==> config.mk <==
export PLATFORM = sky130hd
export DESIGN_NAME = bms_div
export DESIGN_NICKNAME = d
export VERILOG_FILES = /design/src/design/bms_pkg.sv /design/src/design/bms_div.sv
export SDC_FILE = /design/constraint.sdc
export NUM_CORES = 1
export LEC_CHECK = 0
export BUFFER_PORTS_ARGS = -buffer_cell sky130_fd_sc_hd__clkbuf_2
export CORE_MARGIN = 1.5
export CORE_UTILIZATION = 45
export CTS_CLUSTER_SIZE = 40
export DETAILED_ROUTE_END_ITERATION = 10
export PLACE_DENSITY = 0.68
export SYNTH_ARGS = -nofsm -noshare
export SYNTH_HDL_FRONTEND = slang
export SYNTH_SLANG_ARGS = --single-unit
==> constraint.sdc <==
create_clock -name clk -period 9.5 [get_ports clk]
set_input_delay 0.95 -clock clk [delete_from_list [all_inputs] [get_ports clk]]
set_output_delay 0.95 -clock clk [all_outputs]
set_load 0.005 [all_outputs]
==> src/design/bms_pkg.sv <==
// ----------------------------------------------------------------------------
// bms_pkg
// shared constants and types for the block motion search
// ----------------------------------------------------------------------------
package bms_pkg;
  localparam int MaxBlockW = 32;
  localparam int MaxBlockH = 32;
  localparam int MaxSearch = 16;

  typedef enum logic [1:0] {
    OP_BLOCK  = 2'd0,
    OP_WINDOW = 2'd1,
    OP_SEARCH = 2'd2,
    OP_NONE   = 2'd3
  } op_t;

  localparam logic [2:0] REG_FRAME_W = 3'd0;
  localparam logic [2:0] REG_FRAME_H = 3'd1;
  localparam logic [2:0] REG_BLOCK_W = 3'd2;
  localparam logic [2:0] REG_BLOCK_H = 3'd3;
  localparam logic [2:0] REG_SRCH_X  = 3'd4;
  localparam logic [2:0] REG_SRCH_Y  = 3'd5;

  localparam logic [31:0] NoCost = 32'hffffffff;
endpackage

==> src/design/bms_div.sv <==
// ----------------------------------------------------------------------------
// bms_div
// restoring divider, one quotient bit per cycle, 32 by 13 bits
// ----------------------------------------------------------------------------
module bms_div import bms_pkg::*; (
  input  logic        clk,
  input  logic        rst,
  input  logic        start,
  input  logic [31:0] dividend,
  input  logic [12:0] divisor,
  output logic        done,
  output logic [31:0] quotient
);
  logic [31:0] rem;
  logic [5:0]  cnt;
  logic        busy;
  logic [12:0] dsr;
  logic [32:0] trial;

  assign trial = {rem[31:0], quotient[31]} - {20'd0, dsr};

  always_ff @(posedge clk) begin
    if (rst) begin
      busy <= 1'b0;
      done <= 1'b0;
      cnt  <= '0;
    end else begin
      done <= 1'b0;
      if (start) begin
        busy     <= 1'b1;
        cnt      <= 6'd32;
        rem      <= '0;
        quotient <= dividend;
        dsr      <= divisor;
      end else if (busy) begin
        if (!trial[32]) begin
          rem      <= trial[31:0];
          quotient <= {quotient[30:0], 1'b1};
        end else begin
          rem      <= {rem[30:0], quotient[31]};
          quotient <= {quotient[30:0], 1'b0};
        end
        cnt <= cnt - 6'd1;
        if (cnt == 6'd1) begin
          busy <= 1'b0;
          done <= 1'b1;
        end
      end
    end
  end
endmodule

Yosys cells after proc, flatten, opt, wreduce, memory -nomap -nowiden
Cells that the tools add are included.
{"block": "op_classes", "n_addsub": 2, "n_eq_ne": 1, "mux": 11, "bitwise_logic": 2, "reduce_logical": 5}
{"operator": "$mux 32", "count": 4}
{"operator": "$sub 33x13->33", "count": 1}
{"operator": "$mux 6", "count": 2}
{"operator": "$eq 6x1->1 const B", "count": 1}
{"operator": "$sub 6x1->6 const B", "count": 1}
{"operator": "$mux 1", "count": 5}
{"operator": "$reduce_and 2->1", "count": 2}
{"operator": "$reduce_or 3->1", "count": 1}
{"operator": "$not 1->1", "count": 2}
{"operator": "$reduce_bool 2->1", "count": 1}
{"operator": "$reduce_or 2->1", "count": 1}
{"block": "word_totals", "regBits": 85, "input_bits": 48, "out_inout_bits": 33, "wordCells": 28}

Logic depth before layout (Yosys ltp)
Gate-level depths: netlist (run 1).
{"block": "logic_depth", "depth_word": 4, "mapped_depth": 12, "depth_no_buf": 10}

Worst setup path after synthesis (run 1)
Ideal clock, no wire load.
{"block": "synth_timing", "path_kind": "input -> register", "startpoint": "input start", "endpoint": "register quotient[0] (enable)", "setup_time_ps": 488, "arrival_time_ps": 4237, "required_ps": 9012, "setup_slack_ps": 4776, "path_stages": 4, "path_buffers": 2, "path_cell_list": "clkbuf_1 > buf_1 > nor2_1 > nor2_1"}
{"block": "synth_between", "elab_chain_cells": 2}
{"element": "start, declared", "line": "bms_div.sv:8", "source": "input logic start,"}
{"element": "$reduce_bool 2->1 (no line)"}
{"element": "$reduce_and 2->1 (no line)"}
{"element": "end signal, assigned", "line": "bms_div.sv:33", "source": "quotient <= dividend;"}
{"element": "end signal, assigned", "line": "bms_div.sv:38", "source": "quotient <= {quotient[30:0], 1'b1};"}
{"element": "end signal, assigned", "line": "bms_div.sv:41", "source": "quotient <= {quotient[30:0], 1'b0};"}
{"element": "end, declared", "line": "bms_div.sv:12", "source": "output logic [31:0] quotient"}
No other way between the ends.
A chain may end at the register's enable or synchronous reset.

Worst setup path after layout (run 1)
{"block": "layout_timing", "startpoint": "register rem[18]", "endpoint": "register rem[28], data pin"}
{"block": "layout_between", "elab_chain_cells": 3}
{"element": "start, declared", "line": "bms_div.sv:14", "source": "logic [31:0] rem;"}
{"element": "start signal, assigned", "line": "bms_div.sv:37", "source": "rem <= trial[31:0];"}
{"element": "start signal, assigned", "line": "bms_div.sv:40", "source": "rem <= {rem[30:0], quotient[31]};"}
{"element": "$sub 33x13->33", "line": "bms_div.sv:20", "source": "assign trial = {rem[31:0], quotient[31]} - {20'd0, dsr};"}
{"element": "$mux 32", "line": "bms_div.sv:36", "source": "if (!trial[32]) begin"}
{"element": "$mux 32", "line": "bms_div.sv:35", "source": "end else if (busy) begin"}
No other way between the ends. The select of a mux whose other input is x is not followed.

==> results of run 1 <==
[metrics by stage]
stage	hold WS, ps	util	setup WS, ps	power [mW]	instance area, um^2
floorplan	461.0	-	4776	0.5696	4674
global placement	471.9	0.5091	5929	0.6100	5185
detailed placement	498.7	0.5091	5849	0.6144	5185
CTS	512.9	0.5286	5820	0.8863	5384
global route	567.1	0.5286	5619	0.9147	5384
finish	510.4	0.5286	5823	0.8750	5384
[worst max-delay path, cell delays in order (launching register included)]
cell and delay, ps:
edfxtp_1 440, or4_4 570, or4_4 540, nor3_4 220
nand3_2 160, xnor2_2 320, buf_4 300, a2111oi_0 490
mux2_1 380
[final timing paths]
kind | cells past startpoint | endpoint | start | slack (ps)
setup reg to reg | 8 | rem[28] | rem[18] | 5820
setup / recovery | 8 | rem[28] | rem[18] | 5820
hold / removal | 2 | cnt[1] | cnt[1] | 510
hold reg to reg | 2 | cnt[1] | cnt[1] | 510
[sequential cells by signal (all words and copies together) (netlist names)]
signal,cells
rem,32
busy,1
dsr,13
quotient,32
cnt,6
done,1
[cell families after synthesis]
logic type      count (synthesis)  share of synthesized area
buf+inv                        35                    0.03292
fa+ha+maj                      16                    0.04443
simple gates                  150                     0.1713
xor+xnor                       18                    0.03533
mux                            38                    0.09154
compound gates                 70                    0.09556
flops                          85                     0.5289
[area by class of cell]
class / instances / area [um^2]
tap: 136 / 170.2
clock inverter: 6 / 71.32
inverter: 17 / 63.81
sequential: 85 / 2472
multi-input combinational: 292 / 2056
fill: 929 / 4801
clock buffer: 10 / 127.6
timing repair buffer: 83 / 422.9
[placed cells by master (no fill, tap or decap), types with 12 or more instances in the layout]
master	Yosys	final
a21oi_1	30	30
clkbuf_2	0	80
edfxtp_1	77	77
ha_1	15	15
inv_1	17	17
mux2_2	32	32
nand2_1	36	36
nor2_1	37	36
nor2b_1	13	13
or4_1	12	12
[metal layers]
layer | vias up | wire, um | track usage
li1 | 1681 | - | -
met1 | 1621 | 4288 | 0.2338
met2 | 112 | 4603 | 0.2997
met3 | 10 | 798 | 0.07735
met4 | 0 | 119 | 0.05773
met5 | - | 0 | 0
[power by group through the flow]
| stage | registers [mW] | logic (mW) | clock network [mW] |
|---|---|---|---|
| 2_1_floorplan | 0.462 | 0.107 | 0 |
| 3_3_place_gp | 0.465 | 0.145 | 0 |
| 3_5_place_dp | 0.465 | 0.149 | 0 |
| 4_1_cts | 0.457 | 0.150 | 0.279 |
| 5_1_grt | 0.461 | 0.167 | 0.287 |
| 6_report | 0.458 | 0.149 | 0.269 |
==> results.ini, run 1 <==
[place]
io_buffers = 80
gp_congestion = 0.8595
dp.cells = 613
dp_hpwl_mm = 6.739

[min_path]
hp-class = register to register

[clock_tree]
cts_tree = done
cts_hold_buf = 0
cts_setup_buffers = 0
cts.clk_slew.worst_paths_ps = 90
cts_sinks = 85
post_cts_resize_count = 0
cts_buffers = 9
worstSkewPairLatency_ps = 380
htree_num_levels = 3
clockBufferDepth = 2
cts_root_buf = clkbuf_8

[grt]
grt_max_degree = 79
antenna_found_initial = 0
grt_pass1_vias = 3473
grt.overflow.total = 0
grt_use_total = 0.1882
grt_pass1_wl_mm = 16.35

[power_and_ir_drop]
power.switching_uw = 243.2
powerDensity_nw_per_um2 = 162.5
max-vdd-ir-drop_mv = 0.1480
pwr-share-clk = 0.307
swShare = 0.2779
p_leak_nw = 2.068
internal-power_uw = 631.9
comb_power_share = 0.170
seqPwrFrac = 0.523

[drt]
antenna_left = 0
vias = 3424
avgRoutedWirePerCell_um = 15.59
firstDrtPassIters = 4
drt_iter0_markers = 155
drc_errors = 0
drt-vias-per-instance = 5.444
wirelength_mm = 9.809

[cells_and_area]
diodes = 0
fin_nets = 552
layout.cells.non_filler = 629
drive_gt1_frac = 0.2819
area_delta_synth_final_pct = 15.18

[sta]
finClkSkew_ps = 7.855
slew_violations = 0
period_share = 0.3871
min_period_ps = 3677
final.setup.tns_ps = 0
rsz0062_at_grt = false
hold_violations = 0
tightest_slew_ps = 1200
relSlewSlack = 0.1981
final-setup-viol-count = 0
clock.fmax_mhz = 271.9

[flow_run]
maxCapViolCount = 0

[outcome]
outcome = finished clean

[critical_path]
worstSetupPathType = register to register
crit_required_ps = 9630
arrival_ps = 3810
cp-end-kind = register
cp-start-kind = register
crit_fanout = 25

[synthesis]
avgSynthCellArea_um2 = 11.35
async_flop_share = 0
synth_top_cell_by_area = edfxtp_1
syn_nets = 476
synthDistinctLibCells = 54
yosys-top-cells-count = 77 x edfxtp_1, 37 x nor2_1, 36 x nand2_1
synth_area_leaders = edfxtp_1 49%, mux2_2 7.7%, ha_1 4.0%
yosysWarnings = 0
syn-instance-count = 412
synth_area_um2 = 4674
seq_area_frac_synth = 0.5289
yosysMostFrequentCell = edfxtp_1
synth_seq_cells = 85
synth-edff-count = 77
synth_top_cell_area_share = 0.4946
synthFlopType = edfxtp_1

[floorplan]
core_area_um2 = 10180
die-area_um2 = 11010
initial_utilization = 0.4590
num_io_pins = 81
die_w_um = 104.9
dieHeight_um = 104.9
std_cell_rows = 37

(Power assumes the default switching activity.)
==> run 2, diff against run 1 <==
--- a/config.mk
+++ b/config.mk
@@ -10,7 +10,7 @@
 export CORE_UTILIZATION = 45
 export CTS_CLUSTER_SIZE = 40
 export DETAILED_ROUTE_END_ITERATION = 10
-export PLACE_DENSITY = 0.68
+export PLACE_DENSITY = 0.71
 export SYNTH_ARGS = -nofsm -noshare
 export SYNTH_HDL_FRONTEND = slang
 export SYNTH_SLANG_ARGS = --single-unit
==> constraint.sdc (replaced) <==
create_clock -name clk -period 3.1 [get_ports clk]
set_input_delay 0.31 -clock clk [delete_from_list [all_inputs] [get_ports clk]]
set_output_delay 0.31 -clock clk [all_outputs]
set_load 0.005 [all_outputs]
==> results.ini, run 2 (same netlist as run 1, synthesis figures left out) <==
[power_and_ir_drop]
powerDensity_nw_per_um2 = 474.8  ; +190%
pwr-share-clk = 0.296  ; -0.011
power.total_mw = 2.723  ; +210%
comb_power_share = 0.191  ; +0.021
max-vdd-ir-drop_mv = 0.2787  ; +88%
seqPwrFrac = 0.513  ; -0.010
swShare = 0.2789  ; +0.0009792
p_leak_nw = 2.240  ; +8.3%
internal-power_mw = 1.964  ; +210%
power.switching_uw = 759.5  ; +210%

[cells_and_area]
final_common_cell = clkbuf_2
area_delta_synth_final_pct = 22.70
fin_nets = 579  ; +4.9%
final_area_um2 = 5736  ; +6.5%
diodes = 0  ; unchanged
final_cell_mix = 80 x clkbuf_2, 77 x edfxtp_1, 36 x nand2_1
layout.cells.non_filler = 656  ; +4.3%
drive_gt1_frac = 0.3462  ; +0.06421
top_regs = quotient x32, rem x32, dsr x13

[grt]
grt_use_total = 0.1959  ; +0.007672
grt_pass1_vias = 3565  ; +2.6%
grt_max_degree = 49  ; -38%
antenna_found_initial = 0  ; unchanged
grt.overflow.total = 0  ; unchanged
grt_pass1_wl_mm = 17.02  ; +4.1%

[drt]
drc_errors = 0  ; unchanged
wirelength_mm = 10.26  ; +4.5%
drt-vias-per-instance = 5.384  ; -1.1%
drt_iter0_markers = 144  ; -7.1%
firstDrtPassIters = 4  ; unchanged
vias = 3532  ; +3.2%
avgRoutedWirePerCell_um = 15.63  ; +0.24%
antenna_left = 0  ; unchanged

[critical_path]
slowest_stage = or4_4
crit_cells = 8  ; unchanged
crit_path_max_incr_delay_ps = 560  ; about the same
crit_fanout = 7  ; -72%
rrSetupSlack_ps = 90  ; -5740 ps
cp_common_cell = or4_4
arrival_ps = 3150  ; -660 ps
crit_required_ps = 3230  ; -6400 ps
worstSetupPathType = register to register
crit_chain = or4_4 > or4_4 > nor3_4 > nand3_4 > xnor2_4 > buf_6 > nor4b_2 > mux2_1
cp-end-kind = register
crit_family = simple AND/OR/NAND/NOR gates
cp_num_buf_inv = 1  ; unchanged
cp-start-kind = register
r2r_cells = 8  ; unchanged

[sta]
slew_violations = 0  ; unchanged
finalWorstSetupSlack_ps = 86.08  ; -5736 ps
finClkSkew_ps = 8.182  ; +0.3268 ps
rsz0062_at_grt = false
final-setup-viol-count = 0  ; unchanged
hold_violations = 0  ; unchanged
clock.fmax_mhz = 331.8  ; +22%
min_period_ps = 3014  ; -663.5 ps
relSlewSlack = 0.5291  ; +0.3311
tightest_slew_ps = 706.3  ; -494.1 ps
period_share = 0.9722  ; +0.5851

[place]
io_buffers = 80  ; unchanged
dp.cells = 635  ; +3.6%
dp_hpwl_mm = 7.211  ; +7.0%
place_ws_ps = -115.2  ; -5964 ps
gp_congestion = 0.8666  ; +0.83%
place_area_um2 = 5375  ; +3.7%

[clock_tree]
cts.clk_slew.worst_paths_ps = 90  ; about the same
cts_root_buf = clkbuf_8
htree_num_levels = 3  ; unchanged
cts_hold_buf = 0  ; unchanged
cts_tree = done
worstSkewPairLatency_ps = 370  ; about the same
cts_sinks = 85  ; unchanged
cts_buffers = 9  ; unchanged
clockBufferDepth = 2  ; unchanged

[floorplan]
core_area_um2 = 10180  ; unchanged
std_cell_rows = 37  ; unchanged
dieHeight_um = 104.9  ; unchanged
num_io_pins = 81  ; unchanged
die_w_um = 104.9  ; unchanged
initial_utilization = 0.4590  ; unchanged
die-area_um2 = 11010  ; unchanged

[min_path]
hp-class = input pin to register
holdPathStages = 1  ; -1

[flow_run]
maxCapViolCount = 0  ; unchanged

[outcome]
outcome = finished clean

[run 2: routing by layer]
layer,GRT usage,up-vias,routed length [um]
met5,0,-,0
met4,0.09393,0,236
met3,0.05365,15,767
met2,0.3072,107,4725
met1,0.2508,1675,4526
li1,-,1735,-
[run 2: repair_timing]
item,4_1_cts,5_1_grt
setup buffers,2,2
resized for setup,2,19
endpoints found under the hold margin,0,0
endpoints found under the setup margin,5,8
cloned,0,1
pin swaps,1,9
[run 2: power by group through the flow]
stage                     Sequential, mW  Clock [mW]  Combinational, mW
after CTS                           1.40       0.830              0.492
after detailed placement            1.42           0              0.490
after global placement              1.42           0              0.478
final                               1.40       0.805              0.521
after floorplan                     1.41           0              0.330
after global routing                1.41       0.861              0.579
[run 2: path summary, 6_finish.rpt]
kind | startpoint | endpoint
max | rem[17] | rem[17]
min | divisor[1] | dsr[1]
max reg2reg | rem[17] | rem[17]
min reg2reg | cnt[0] | cnt[0]
[run 2: cell type report]
cell class | count | area (um^2)
Fill cell | 881 | 4449
Sequential cell | 85 | 2472
Multi-Input combinational cell | 292 | 2175
Timing Repair Buffer | 110 | 651.9
Tap cell | 136 | 170.2
Clock buffer | 11 | 162.7
Inverter | 17 | 63.81
Clock inverter | 5 | 40.04
[run 2: per-stage QoR]
step / utilization / hold WS, ps / setup TNS (ps)
after global routing: 0.5631 / 101.5 / 0
after floorplan: - / 382.4 / -23.17
after global placement: 0.5278 / 473.1 / 0
final: 0.5631 / 108.7 / 0
after CTS: 0.5498 / 94.09 / 0
after detailed placement: 0.5278 / 488.6 / -245.4
[run 2: worst register-to-register path: cells and delay by family, from the launching register on]
kind | cells | cell delay (ps)
xor+xnor | 1 | 220
buf+inv | 1 | 160
flops | 1 | 410
mux | 1 | 340
simple gates | 5 | 1640
==> run 3, diff against run 2 <==
--- a/config.mk
+++ b/config.mk
@@ -8,9 +8,11 @@
 export BUFFER_PORTS_ARGS = -buffer_cell sky130_fd_sc_hd__clkbuf_2
 export CORE_MARGIN = 1.5
 export CORE_UTILIZATION = 45
+export CTS_CLUSTER_DIAMETER = 50
 export CTS_CLUSTER_SIZE = 40
 export DETAILED_ROUTE_END_ITERATION = 10
 export PLACE_DENSITY = 0.71
+export RECOVER_POWER = 25
 export SYNTH_ARGS = -nofsm -noshare
 export SYNTH_HDL_FRONTEND = slang
 export SYNTH_SLANG_ARGS = --single-unit
==> constraint.sdc (replaced) <==
create_clock -name clk -period 2.5 [get_ports clk]
set_input_delay 0.25 -clock clk [delete_from_list [all_inputs] [get_ports clk]]
set_output_delay 0.25 -clock clk [all_outputs]
set_load 0.005 [all_outputs]
==> results.ini, run 3 (same netlist as run 1, synthesis figures left out) <==
[grt]
antenna_found_initial = 0  ; unchanged
grt_use_total = 0.2130  ; +0.01707
grt_max_degree = 62  ; +27%
grt.overflow.total = 0  ; unchanged
grt_pass1_vias = 3943  ; +11%
grt_pass1_wl_mm = 18.82  ; +11%

[clock_tree]
cts_buffers = 9  ; unchanged
cts_root_buf = clkbuf_8
cts_sinks = 85  ; unchanged
cts_hold_buf = 0  ; unchanged
cts.clk_slew.worst_paths_ps = 90  ; about the same
worstSkewPairLatency_ps = 360  ; about the same
cts_tree = done
htree_num_levels = 3  ; unchanged
clockBufferDepth = 2  ; unchanged

[power_and_ir_drop]
pwr-share-clk = 0.277  ; -0.019
p_leak_nw = 2.533  ; +13%
seqPwrFrac = 0.491  ; -0.022
internal-power_mw = 2.527  ; +29%
power.switching_uw = 988.2  ; +30%
max-vdd-ir-drop_mv = 0.3137  ; +13%
comb_power_share = 0.231  ; +0.040
powerDensity_nw_per_um2 = 558.7  ; +18%
swShare = 0.2811  ; +0.002220

[critical_path]
crit_path_max_incr_delay_ps = 570  ; about the same
arrival_ps = 3080  ; -70 ps
r2r-start = rem[17]
reg2reg_to = rem[28]
cp-start-kind = register
slowest_stage = or4_4
crit_family = simple AND/OR/NAND/NOR gates
cp_common_cell = or4_4
r2r_cells = 8  ; unchanged
crit_fanout = 4  ; -3
worstSetupPathType = register to register
crit_required_ps = 2620  ; -610 ps
cp-end-kind = register
rrSetupSlack_ps = -460  ; -550 ps
cp_num_buf_inv = 1  ; unchanged
crit_chain = or4_4 > or4_4 > nor3_4 > nand3_2 > xnor2_2 > buf_4 > a2111oi_4 > mux2_4

[sta]
period_share = 1.186  ; +0.2136
min_period_ps = 2965  ; -49.24 ps
final.setup.tns_ps = -10040  ; -10040 ps
clock.fmax_mhz = 337.3  ; +1.7%
tightest_slew_ps = 754.3  ; +48.01 ps
rsz0062_at_grt = true
hold_violations = 0  ; unchanged
relSlewSlack = 0.4971  ; -0.03200
whs_ps = 61.06  ; -47.63 ps
finalWorstSetupSlack_ps = -464.7  ; -550.8 ps
slew_violations = 0  ; unchanged
finClkSkew_ps = 10.67  ; +2.488 ps
final-setup-viol-count = 32  ; +32

[drt]
drc_errors = 0  ; unchanged
vias = 3852  ; +9.1%
wirelength_mm = 11.64  ; +13%
avgRoutedWirePerCell_um = 16.23  ; +3.8%
antenna_left = 0  ; unchanged
firstDrtPassIters = 4  ; unchanged
drt-vias-per-instance = 5.372  ; -0.22%
drt_iter0_markers = 150  ; +4.2%

[place]
gp_congestion = 0.8760  ; +1.1%
place_area_um2 = 5793  ; +7.8%
io_buffers = 80  ; unchanged
place_ws_ps = -534.1  ; -418.9 ps
dp_hpwl_mm = 7.917  ; +9.8%

[floorplan]
initial_utilization = 0.4590  ; unchanged
die_w_um = 104.9  ; unchanged
dieHeight_um = 104.9  ; unchanged
core_area_um2 = 10180  ; unchanged
die-area_um2 = 11010  ; unchanged
std_cell_rows = 37  ; unchanged
num_io_pins = 81  ; unchanged

[cells_and_area]
diodes = 0  ; unchanged
utilization = 0.6178  ; +0.05467
final_cell_mix = 82 x buf_4, 77 x edfxtp_1, 75 x clkbuf_2
top_regs = quotient x32, rem x32, dsr x13
fin_nets = 640  ; +11%
drive_gt1_frac = 0.4286  ; +0.08242
final_area_um2 = 6292  ; +9.7%
area_delta_synth_final_pct = 34.61
final_common_cell = buf_4

[min_path]
hp-class = input pin to register
worstHoldEndpoint = dsr[9]
holdPathStages = 1  ; unchanged
min-delay-start = divisor[9]

[outcome]
violations = negative setup slack
outcome = finished with violations

[flow_run]
maxCapViolCount = 0  ; unchanged

## run 3: cell count changes in the layout (fill, tap and decap cells not counted), sizes merged
cell and change:
buf +60, clkbuf +2, clkinv -2, inv +1
## run 3: layout make-up
type	count	area, um^2
timing repair buffer	171	1104
inverter	17	63.81
fill	801	3892
sequential	85	2472
clock inverter	4	26.28
multi-input combinational	292	2290
clock buffer	12	166.4
tap	136	170.2
## run 3: worst max-delay path by stage
stage	from	end	slack, ps	cells after the start
finish	rem[17]	rem[28]	-460	8
global route	rem[17]	rem[28]	-530	8
CTS	rem[17]	rem[19]	-430	8
detailed placement	rem[4]	rem[28]	-530	9
global placement	quotient[31]	rem[20]	-400	11
floorplan	rem[17]	rem[26]	-420	8
## run 3: per-stage QoR
| stage | total power, mW | instances |
|---|---|---|
| 6_report | 3.516 | 717 |
| 5_1_grt | 3.657 | 717 |
| 4_1_cts | 3.497 | 714 |
| 3_5_place_dp | 2.479 | 690 |
| 3_3_place_gp | 2.457 | 690 |
| 2_1_floorplan | 2.166 | 412 |
## run 3: what timing repair did
| action | 4_1_cts | 5_1_grt |
|---|---|---|
| setup endpoints to repair | 33 | 33 |
| buffers inserted | 8 | 4 |
| cloned | 1 | 0 |
| pin swaps | 10 | 7 |
| resized for setup | 24 | 21 |
## run 3: metal layers
metal  part of all wire  GRT usage  wire [um]
met5                  0          0          0
met2               0.48     0.3492       5575
met1               0.44     0.2762       5091
met4              0.017    0.06654        196
met3              0.067    0.05552        774
## run 3: power by group through the flow
stage                     Clock [mW]  Sequential [mW]  Combinational, mW
final                          0.975             1.73              0.813
after global routing            1.03             1.74              0.884
after CTS                      0.991             1.73              0.779
after detailed placement           0             1.76              0.722
after global placement             0             1.75              0.705
after floorplan                    0             1.75              0.414
